$ cat config.mk
export PLATFORM = sky130hd
export DESIGN_NAME = audio_queue_health_monitor_unit
export DESIGN_NICKNAME = d
export VERILOG_FILES = /design/src/hdl/aqhm_pkg.sv /design/src/hdl/aqhm_serial_div.sv /design/src/hdl/audio_queue_health_monitor_unit.sv
export SDC_FILE = /design/constraint.sdc
export NUM_CORES = 2
export LEC_CHECK = 0
export BUFFER_PORTS_ARGS = -buffer_cell sky130_fd_sc_hd__buf_4
export CORE_ASPECT_RATIO = 1.25
export CORE_MARGIN = 10
export CORE_UTILIZATION = 45
export DETAILED_ROUTE_END_ITERATION = 6
export SLEW_MARGIN = 20
export SYNTH_ARGS = -nofsm -noshare
export SYNTH_HDL_FRONTEND = slang
export SYNTH_SLANG_ARGS = --single-unit
$ cat constraint.sdc
create_clock -name clk_i -period 15.55 [get_ports clk_i]
set_input_delay 0.7775 -clock clk_i [delete_from_list [all_inputs] [get_ports clk_i]]
set_output_delay 0.7775 -clock clk_i [all_outputs]
set_load 0.05 [all_outputs]
$ cat src/hdl/aqhm_pkg.sv
// Types, constants and codes of the audio queue health monitor.
`default_nettype none

package aqhm_pkg;

  // Divider geometry: numerator is a 16-bit frame count times one million.
  localparam int NUM_W     = 36;
  localparam int DEN_W     = 18;
  localparam int DIV_CNT_W = 6;

  localparam logic [19:0] US_PER_S = 20'd1000000;

  // Configuration register indexes.
  localparam int CFG_IDX_W = 2;
  localparam logic [CFG_IDX_W-1:0] CFG_SAMPLE_RATE = 2'd0;
  localparam logic [CFG_IDX_W-1:0] CFG_HOST_PERIOD = 2'd1;
  localparam int CFG_DATA_W = 18;

  localparam logic [17:0] RATE_RESET = 18'd48000;
  localparam logic [15:0] HOST_RESET = 16'd512;

  // Status flag bit positions.
  localparam int FLAG_EMPTY = 0;
  localparam int FLAG_BELOW = 1;
  localparam int FLAG_LATE  = 2;

  typedef enum logic [1:0] {
    ST_IDLE,
    ST_DIV,
    ST_SUM,
    ST_DONE
  } st_e;

  typedef struct packed {
    logic [15:0]        fill_before;
    logic [15:0]        frame_count;
    logic signed [15:0] first_left;
    logic signed [15:0] first_right;
    logic signed [15:0] last_left;
    logic signed [15:0] last_right;
    logic [47:0]        time_us;
  } in_t;

  typedef struct packed {
    logic [31:0] sequence_res;
    logic [2:0]  status_flags;
    logic [31:0] gap_us;
    logic [22:0] expected_us;
    logic [15:0] seam_step;
    logic [31:0] empty_total;
    logic [31:0] below_total;
    logic [31:0] late_total;
    logic [15:0] fill_min;
    logic [15:0] fill_max;
    logic [31:0] gap_max;
    logic [15:0] seam_step_max;
  } out_t;

endpackage

`default_nettype wire

$ cat src/hdl/aqhm_serial_div.sv
// Bit-serial restoring divider: one quotient bit per cycle.
`default_nettype none

module aqhm_serial_div (
  input  wire                      clk_i,
  input  wire                      rst_ni,
  input  wire                      start_i,
  input  wire [aqhm_pkg::NUM_W-1:0] num_i,
  input  wire [aqhm_pkg::DEN_W-1:0] den_i,
  output logic [aqhm_pkg::NUM_W-1:0] quo_o,
  output logic                     done_o
);
  import aqhm_pkg::*;

  logic                 busy_q, busy_d;
  logic [DIV_CNT_W-1:0] cnt_q, cnt_d;
  logic [DEN_W-1:0]     den_q, den_d;
  logic [DEN_W-1:0]     rem_q, rem_d;
  logic [NUM_W-1:0]     quo_q, quo_d;
  logic [DEN_W:0]       trial;
  logic                 fits;
  logic                 last_step;

  // Shift the next numerator bit into the partial remainder and try the subtract.
  assign trial     = {rem_q, quo_q[NUM_W-1]};
  assign fits      = trial >= {1'b0, den_q};
  assign last_step = busy_q && (cnt_q == DIV_CNT_W'(NUM_W - 1));

  always_comb begin
    busy_d = busy_q;
    cnt_d  = cnt_q;
    den_d  = den_q;
    rem_d  = rem_q;
    quo_d  = quo_q;
    if (start_i) begin
      busy_d = 1'b1;
      cnt_d  = '0;
      den_d  = den_i;
      rem_d  = '0;
      quo_d  = num_i;
    end else if (busy_q) begin
      rem_d = fits ? DEN_W'(trial - {1'b0, den_q}) : trial[DEN_W-1:0];
      quo_d = {quo_q[NUM_W-2:0], fits};
      cnt_d = cnt_q + 1'b1;
      if (last_step) begin
        busy_d = 1'b0;
      end
    end
  end

  // Hold control state under reset; the datapath needs none.
  always_ff @(posedge clk_i or negedge rst_ni) begin
    if (!rst_ni) begin
      busy_q <= 1'b0;
      cnt_q  <= '0;
    end else begin
      busy_q <= busy_d;
      cnt_q  <= cnt_d;
    end
  end

  always_ff @(posedge clk_i) begin
    den_q <= den_d;
    rem_q <= rem_d;
    quo_q <= quo_d;
  end

  assign quo_o  = quo_q;
  assign done_o = last_step;

endmodule

`default_nettype wire

$ cat src/hdl/audio_queue_health_monitor_unit.sv
// Top level of the audio queue health monitor.
//
//   channel   direction  handshake                 payload
//   in        request    in_valid_i / in_ready_o   in_data_i  (aqhm_pkg::in_t)
//   out       result     out_valid_o / out_ready_i out_data_o (aqhm_pkg::out_t)
//   cfg       write      cfg_we_i                  cfg_idx_i, cfg_data_i
//
// A request runs from acceptance to a loaded result through the steps of the
// two bit-serial dividers (expected play time and host period in us), a sum
// step and a finish step that builds the result and updates the statistics.
// The next request can be taken once the result sits in the output register,
// so no new request is taken while one is in flight.
// Reset is asynchronous, active low, and leaves the block idle with no result.
// A stalled result holds the finish step until the output register frees up.
`default_nettype none

module audio_queue_health_monitor_unit (
  input  wire                                   clk_i,
  input  wire                                   rst_ni,
  input  wire                                   in_valid_i,
  output logic                                  in_ready_o,
  input  aqhm_pkg::in_t                         in_data_i,
  output logic                                  out_valid_o,
  input  wire                                   out_ready_i,
  output aqhm_pkg::out_t                        out_data_o,
  input  wire                                   cfg_we_i,
  input  wire [aqhm_pkg::CFG_IDX_W-1:0]         cfg_idx_i,
  input  wire [aqhm_pkg::CFG_DATA_W-1:0]        cfg_data_i
);
  import aqhm_pkg::*;

  // Absolute difference of two signed samples; always fits 16 bits.
  function automatic logic [15:0] abs_diff(input logic signed [15:0] a,
                                           input logic signed [15:0] b);
    logic signed [16:0] d;
    logic [16:0]        m;
    d = 17'(a) - 17'(b);
    m = d[16] ? 17'(-d) : 17'(d);
    return m[15:0];
  endfunction

  st_e state_q, state_d;

  // Configuration.
  logic [17:0] rate_q;
  logic [15:0] host_q;

  // Running state.
  logic [31:0]        submit_q;
  logic [15:0]        last_fc_q;
  logic [47:0]        last_time_q;
  logic               time_valid_q;
  logic signed [15:0] tail_left_q;
  logic signed [15:0] tail_right_q;
  logic               tail_valid_q;
  logic [31:0]        empty_cnt_q;
  logic [31:0]        below_cnt_q;
  logic [31:0]        late_cnt_q;
  logic [15:0]        min_fill_q;
  logic [15:0]        max_fill_q;
  logic [31:0]        max_gap_q;
  logic [15:0]        max_step_q;

  // Request in flight.
  in_t         item_q;
  logic [47:0] gap_q;
  logic        meas_q;
  logic [NUM_W:0] sum_q, sum_d;

  // Result register.
  logic out_valid_q;
  out_t out_q, out_d;

  // Control.
  logic in_take;
  logic div_start;
  logic out_load;

  // Divider lanes.
  logic [NUM_W-1:0] num_exp, num_host;
  logic [NUM_W-1:0] quo_exp, quo_host;
  logic             done_exp, done_host;

  assign num_exp  = NUM_W'(last_fc_q) * NUM_W'(US_PER_S);
  assign num_host = NUM_W'(host_q) * NUM_W'(US_PER_S);

  aqhm_serial_div u_div_exp (
    .clk_i   (clk_i),
    .rst_ni  (rst_ni),
    .start_i (div_start),
    .num_i   (num_exp),
    .den_i   (rate_q),
    .quo_o   (quo_exp),
    .done_o  (done_exp)
  );

  aqhm_serial_div u_div_host (
    .clk_i   (clk_i),
    .rst_ni  (rst_ni),
    .start_i (div_start),
    .num_i   (num_host),
    .den_i   (rate_q),
    .quo_o   (quo_host),
    .done_o  (done_host)
  );

  // Next state.
  always_comb begin
    state_d = state_q;
    unique case (state_q)
      ST_IDLE: if (in_take) state_d = ST_DIV;
      ST_DIV:  if (done_exp && done_host) state_d = ST_SUM;
      ST_SUM:  state_d = ST_DONE;
      ST_DONE: if (out_load) state_d = ST_IDLE;
      default: state_d = ST_IDLE;
    endcase
  end

  // State machine outputs.
  always_comb begin
    in_ready_o = 1'b0;
    out_load   = 1'b0;
    unique case (state_q)
      ST_IDLE: in_ready_o = 1'b1;
      ST_DONE: out_load = !out_valid_q || out_ready_i;
      default: ;
    endcase
  end

  assign in_take   = in_valid_i && in_ready_o;
  assign div_start = in_take;

  // Add the two quotients for the late test.
  assign sum_d = {1'b0, quo_exp} + {1'b0, quo_host};

  // Build the result and the updated statistics.
  logic [31:0] seq_n;
  logic        seq_gt1;
  logic        flag_empty, flag_below, flag_late;
  logic [47:0] gap_full;
  logic [NUM_W-1:0] exp_full;
  logic [31:0] gap_sat;
  logic [15:0] dl, dr, step;
  logic        frames_nz;

  always_comb begin
    seq_n      = submit_q + 32'd1;
    seq_gt1    = |seq_n[31:1];
    flag_empty = seq_gt1 && (item_q.fill_before == 16'd0);
    flag_below = seq_gt1 && (item_q.fill_before < host_q);
    gap_full   = meas_q ? gap_q : 48'd0;
    exp_full   = meas_q ? quo_exp : '0;
    flag_late  = meas_q && (gap_q > 48'(sum_q));
    gap_sat    = (|gap_full[47:32]) ? 32'hFFFF_FFFF : gap_full[31:0];
    frames_nz  = item_q.frame_count != 16'd0;
    dl         = abs_diff(item_q.first_left, tail_left_q);
    dr         = abs_diff(item_q.first_right, tail_right_q);
    step       = (tail_valid_q && frames_nz) ? ((dl > dr) ? dl : dr) : 16'd0;

    out_d = out_q;
    out_d.sequence_res             = seq_n;
    out_d.status_flags             = '0;
    out_d.status_flags[FLAG_EMPTY] = flag_empty;
    out_d.status_flags[FLAG_BELOW] = flag_below;
    out_d.status_flags[FLAG_LATE]  = flag_late;
    out_d.gap_us                   = gap_sat;
    out_d.expected_us              = (|exp_full[NUM_W-1:23]) ? 23'h7F_FFFF : exp_full[22:0];
    out_d.seam_step                = step;
    out_d.empty_total   = (flag_empty && empty_cnt_q != 32'hFFFF_FFFF) ?
                          empty_cnt_q + 32'd1 : empty_cnt_q;
    out_d.below_total   = (flag_below && below_cnt_q != 32'hFFFF_FFFF) ?
                          below_cnt_q + 32'd1 : below_cnt_q;
    out_d.late_total    = (flag_late && late_cnt_q != 32'hFFFF_FFFF) ?
                          late_cnt_q + 32'd1 : late_cnt_q;
    out_d.fill_min      = (item_q.fill_before < min_fill_q) ? item_q.fill_before : min_fill_q;
    out_d.fill_max      = (item_q.fill_before > max_fill_q) ? item_q.fill_before : max_fill_q;
    out_d.gap_max       = (gap_sat > max_gap_q) ? gap_sat : max_gap_q;
    out_d.seam_step_max = (step > max_step_q) ? step : max_step_q;
  end

  // Control and running state.
  always_ff @(posedge clk_i or negedge rst_ni) begin
    if (!rst_ni) begin
      state_q      <= ST_IDLE;
      out_valid_q  <= 1'b0;
      rate_q       <= RATE_RESET;
      host_q       <= HOST_RESET;
      submit_q     <= '0;
      last_fc_q    <= '0;
      last_time_q  <= '0;
      time_valid_q <= 1'b0;
      tail_left_q  <= '0;
      tail_right_q <= '0;
      tail_valid_q <= 1'b0;
      empty_cnt_q  <= '0;
      below_cnt_q  <= '0;
      late_cnt_q   <= '0;
      min_fill_q   <= 16'hFFFF;
      max_fill_q   <= '0;
      max_gap_q    <= '0;
      max_step_q   <= '0;
    end else begin
      state_q <= state_d;

      // Decode configuration writes; drop unknown indexes.
      if (cfg_we_i) begin
        unique case (cfg_idx_i)
          CFG_SAMPLE_RATE: rate_q <= cfg_data_i;
          CFG_HOST_PERIOD: host_q <= cfg_data_i[15:0];
          default: ;
        endcase
      end

      // Release the result once taken, reload it at the finish step.
      if (out_load) begin
        out_valid_q <= 1'b1;
      end else if (out_ready_i) begin
        out_valid_q <= 1'b0;
      end

      // Commit the request to the running state.
      if (out_load) begin
        submit_q     <= seq_n;
        last_fc_q    <= item_q.frame_count;
        last_time_q  <= item_q.time_us;
        time_valid_q <= 1'b1;
        if (frames_nz) begin
          tail_left_q  <= item_q.last_left;
          tail_right_q <= item_q.last_right;
          tail_valid_q <= 1'b1;
        end
        empty_cnt_q <= out_d.empty_total;
        below_cnt_q <= out_d.below_total;
        late_cnt_q  <= out_d.late_total;
        min_fill_q  <= out_d.fill_min;
        max_fill_q  <= out_d.fill_max;
        max_gap_q   <= out_d.gap_max;
        max_step_q  <= out_d.seam_step_max;
      end
    end
  end

  // Payload registers.
  always_ff @(posedge clk_i) begin
    if (in_take) begin
      item_q <= in_data_i;
      gap_q  <= in_data_i.time_us - last_time_q;
      meas_q <= time_valid_q && (rate_q != 18'd0);
    end
    if (state_q == ST_SUM) begin
      sum_q <= sum_d;
    end
    if (out_load) begin
      out_q <= out_d;
    end
  end

  assign out_valid_o = out_valid_q;
  assign out_data_o  = out_q;

endmodule

`default_nettype wire

==> results.json <==
{
  "max_stage_delay_ns": 0.84,
  "cap_violations": 0,
  "drive_gt1_frac": 0.1583,
  "insertion_delay_ns": 0.75,
  "arrival_ns": 8.95,
  "rsz0062_at_grt": "no",
  "synth.cell_area_sq_um": 57760,
  "period_share": 0.5361,
  "outcome": "finished, final reports clean",
  "finalMaxSlewViolations": 0,
  "cpMostUsedCell": "a21oi_1",
  "ctsHtreeMaxLevel": 3,
  "io_pins": 453,
  "grt_pass1_wl_mm": 228.0,
  "die_y_um": 420.5,
  "clkTransAtPathRegs_ns": 0.07,
  "ctsResizeCount": 0,
  "finalHoldViolCount": 0,
  "grt_pass1_vias": 40160,
  "synth_nets": 6005,
  "cp_max_fo": 31,
  "end_kind": "register",
  "ys_types": 100,
  "register_area_sq_um": 27640,
  "dieArea_sq_um": 143200,
  "place_congestion": 0.8653,
  "multi_input_area_sq_um": 27910,
  "ys_seq_area_frac": 0.4786,
  "setup_violations": 0,
  "min_path_type": "primary input to asynchronous set/reset pin",
  "dr.pass1.iters": 5,
  "cts_setup_buffers": 0,
  "fmax_ghz": 0.1200,
  "drtIter0Drc": 2138,
  "grt_max_degree": 165,
  "wl_per_cell_um": 19.59,
  "syn2layout_area_growth_pct": 15.25,
  "tightest_slew_ns": 1.081,
  "cp.required_ns": 16.16,
  "postRouteAntennaNets": 0,
  "numCtsBuffers": 104,
  "period_minus_slack_ns": 8.336,
  "portBuffers": 452,
  "rows": 146,
  "holdBufCountCts": 0,
  "nets": 6431,
  "n_fill_cell": 11440,
  "start_util": 0.4543,
  "clock_sinks": 995,
  "ys_seq_elements": 995,
  "start_kind": "register",
  "clk_path_buf_depth": 3,
  "syn_inst": 5200,
  "core_region_area_sq_um": 127100,
  "dp_hpwl_mm": 110.0,
  "routed_wl_mm": 145.4,
  "synth_edf_count": 590,
  "grt_usage": 0.1997,
  "antenna_found_initial": 8,
  "grt-ovfl-total": 0,
  "fin_worst_skew_ns": 0.04842,
  "relSlewSlack": 0.2795,
  "async_flop_share": 0.3588,
  "drc": 0,
  "synth.avg_cell_area_sq_um": 11.11,
  "die_w_um": 340.4,
  "yosys_warnings": 0,
  "cts_tree": "yes",
  "clk_root_buffer_cell": "clkbuf_16",
  "final.setup.tns_ns": 0,
  "via_per_inst": 5.312,
  "fin_ws_ns": 7.214,
  "crit_type": "register to register",
  "synth-main-ff-cell": "edfxtp_1",
  "post-place-ws_ns": 7.297,
  "vias": 39430,
  "critPathSlowestCell": "a21oi_1"
}
==> cells in the mapped netlist (19+ instances only) <==
master	number	share of area
o21a_1	105	0.014
dfrtp_1	333	0.14
nand4_1	84	0.0091
xnor2_1	233	0.035
clkbuf_1	106	0.0069
or3_1	19	0.0021
nor2_1	285	0.019
inv_1	418	0.027
dfstp_2	24	0.011
o21ai_0	302	0.026
nand2_1	387	0.025
ha_1	520	0.11
mux2_2	185	0.036
xor2_1	204	0.031
dfxtp_1	48	0.017
buf_1	21	0.0014
o21bai_1	31	0.0040
a21oi_1	245	0.021
a31oi_1	25	0.0027
buf_2	24	0.0021
nand3_1	160	0.014
nor3_1	108	0.0094
a211oi_1	30	0.0039
and3_1	52	0.0056
nor2b_1	48	0.0052
nand2b_1	47	0.0051
and2_1	23	0.0025
a21o_1	137	0.018
fa_1	116	0.040
mux2i_1	31	0.0054
edfxtp_1	590	0.31
nor4_1	40	0.0043
==> cell usage in the layout, fill, tap and decap left out, types with 137 or more instances in the layout <==
cell / instances
nand3_1: 160
nor2_1: 285
o21ai_0: 302
buf_4: 477
inv_1: 416
edfxtp_1: 590
xor2_1: 204
ha_1: 519
nand2_1: 385
xnor2_1: 233
dfrtp_1: 331
mux2_2: 185
a21o_1: 137
a21oi_1: 243
==> area by class of cell <==
type                    instances  share of cell area
diodes                          4           0.0001504
clock buffers                 127             0.04117
clock inverters                70             0.01346
inverters                     419             0.02385
multi-input cells            3625              0.4193
flip-flops and latches        995              0.4153
well taps                    1702             0.03199
repair buffers                481             0.05479
==> layer usage <==
layer	up-vias	global-route usage	routed length [um]
li1	19420	-	-
met1	19100	0.2432	60860
met2	695	0.3558	73720
met3	210	0.02617	5464
met4	2	0.07902	5383
met5	-	0	13
==> critical path: cells and delay by family (launching register included) <==
kind	cells	cell delay, ns
DFF	1	0.38
AOI/OAI and AO/OA	15	4.28
muxes	2	0.75
adders and majority gates	4	1.15
and+or+nand+nor	9	1.64
==> stage by stage <==
| step | instances | hold slack, ns | cell area, sq um | util |
|---|---|---|---|---|
| 6_report | 7423 | 0.06419 | 66560 | 0.5235 |
| 5_1_grt | 7422 | 0.1114 | 66560 | 0.5235 |
| 4_1_cts | 7419 | 0.06127 | 66540 | 0.5234 |
| 3_5_place_dp | 7222 | 0.4252 | 62910 | 0.4948 |
| 3_3_place_gp | 7222 | 0.4201 | 62910 | 0.4948 |
| 2_1_floorplan | 5200 | 0.4146 | 57760 | - |
==> logic make-up after synthesis <==
kind of cell | count (synthesis) | share of synthesized area
adders and majority gates | 636 | 0.1529
DFF | 995 | 0.4786
AOI/OAI and AO/OA | 1017 | 0.1108
buffers and inverters | 580 | 0.03908
muxes | 217 | 0.04164
xor gates and xnor gates | 440 | 0.06711
and+or+nand+nor | 1315 | 0.1099
==> registers in the layout, summed over array words and instances (netlist names), 18 cells and up <==
| register | cells |
|---|---|
| u_div_exp.quo_o | 36 |
| max_gap_q | 32 |
| submit_q | 32 |
| below_cnt_q | 32 |
| u_div_host.quo_o | 36 |
| u_div_exp.den_q | 18 |
| out_data_o | 282 |
| sum_q | 37 |
| u_div_host.rem_q | 18 |
| gap_q | 48 |
| rate_q | 18 |
| item_q | 144 |
| late_cnt_q | 32 |
| empty_cnt_q | 32 |
| last_time_q | 48 |
| u_div_exp.rem_q | 18 |
==> final timing paths <==
path / slack (ns) / to / start / cells past startpoint
hold / removal: 0.06 / last_fc_q[11] / rst_ni / 1
setup / recovery: 7.21 / max_step_q[8] / tail_left_q[0] / 30
max in group asynchronous: 13.57 / below_cnt_q[16] / rst_ni / 3
hold reg to reg: 0.43 / last_time_q[36] / item_q[36] / 2
setup reg to reg: 7.21 / max_step_q[8] / tail_left_q[0] / 30
min in group clk_i: 0.21 / item_q[132] / in_data_i[132] / 1
Power is not shown: default switching activity piles up to over one toggle a cycle in this logic, so the estimate is an artifact.
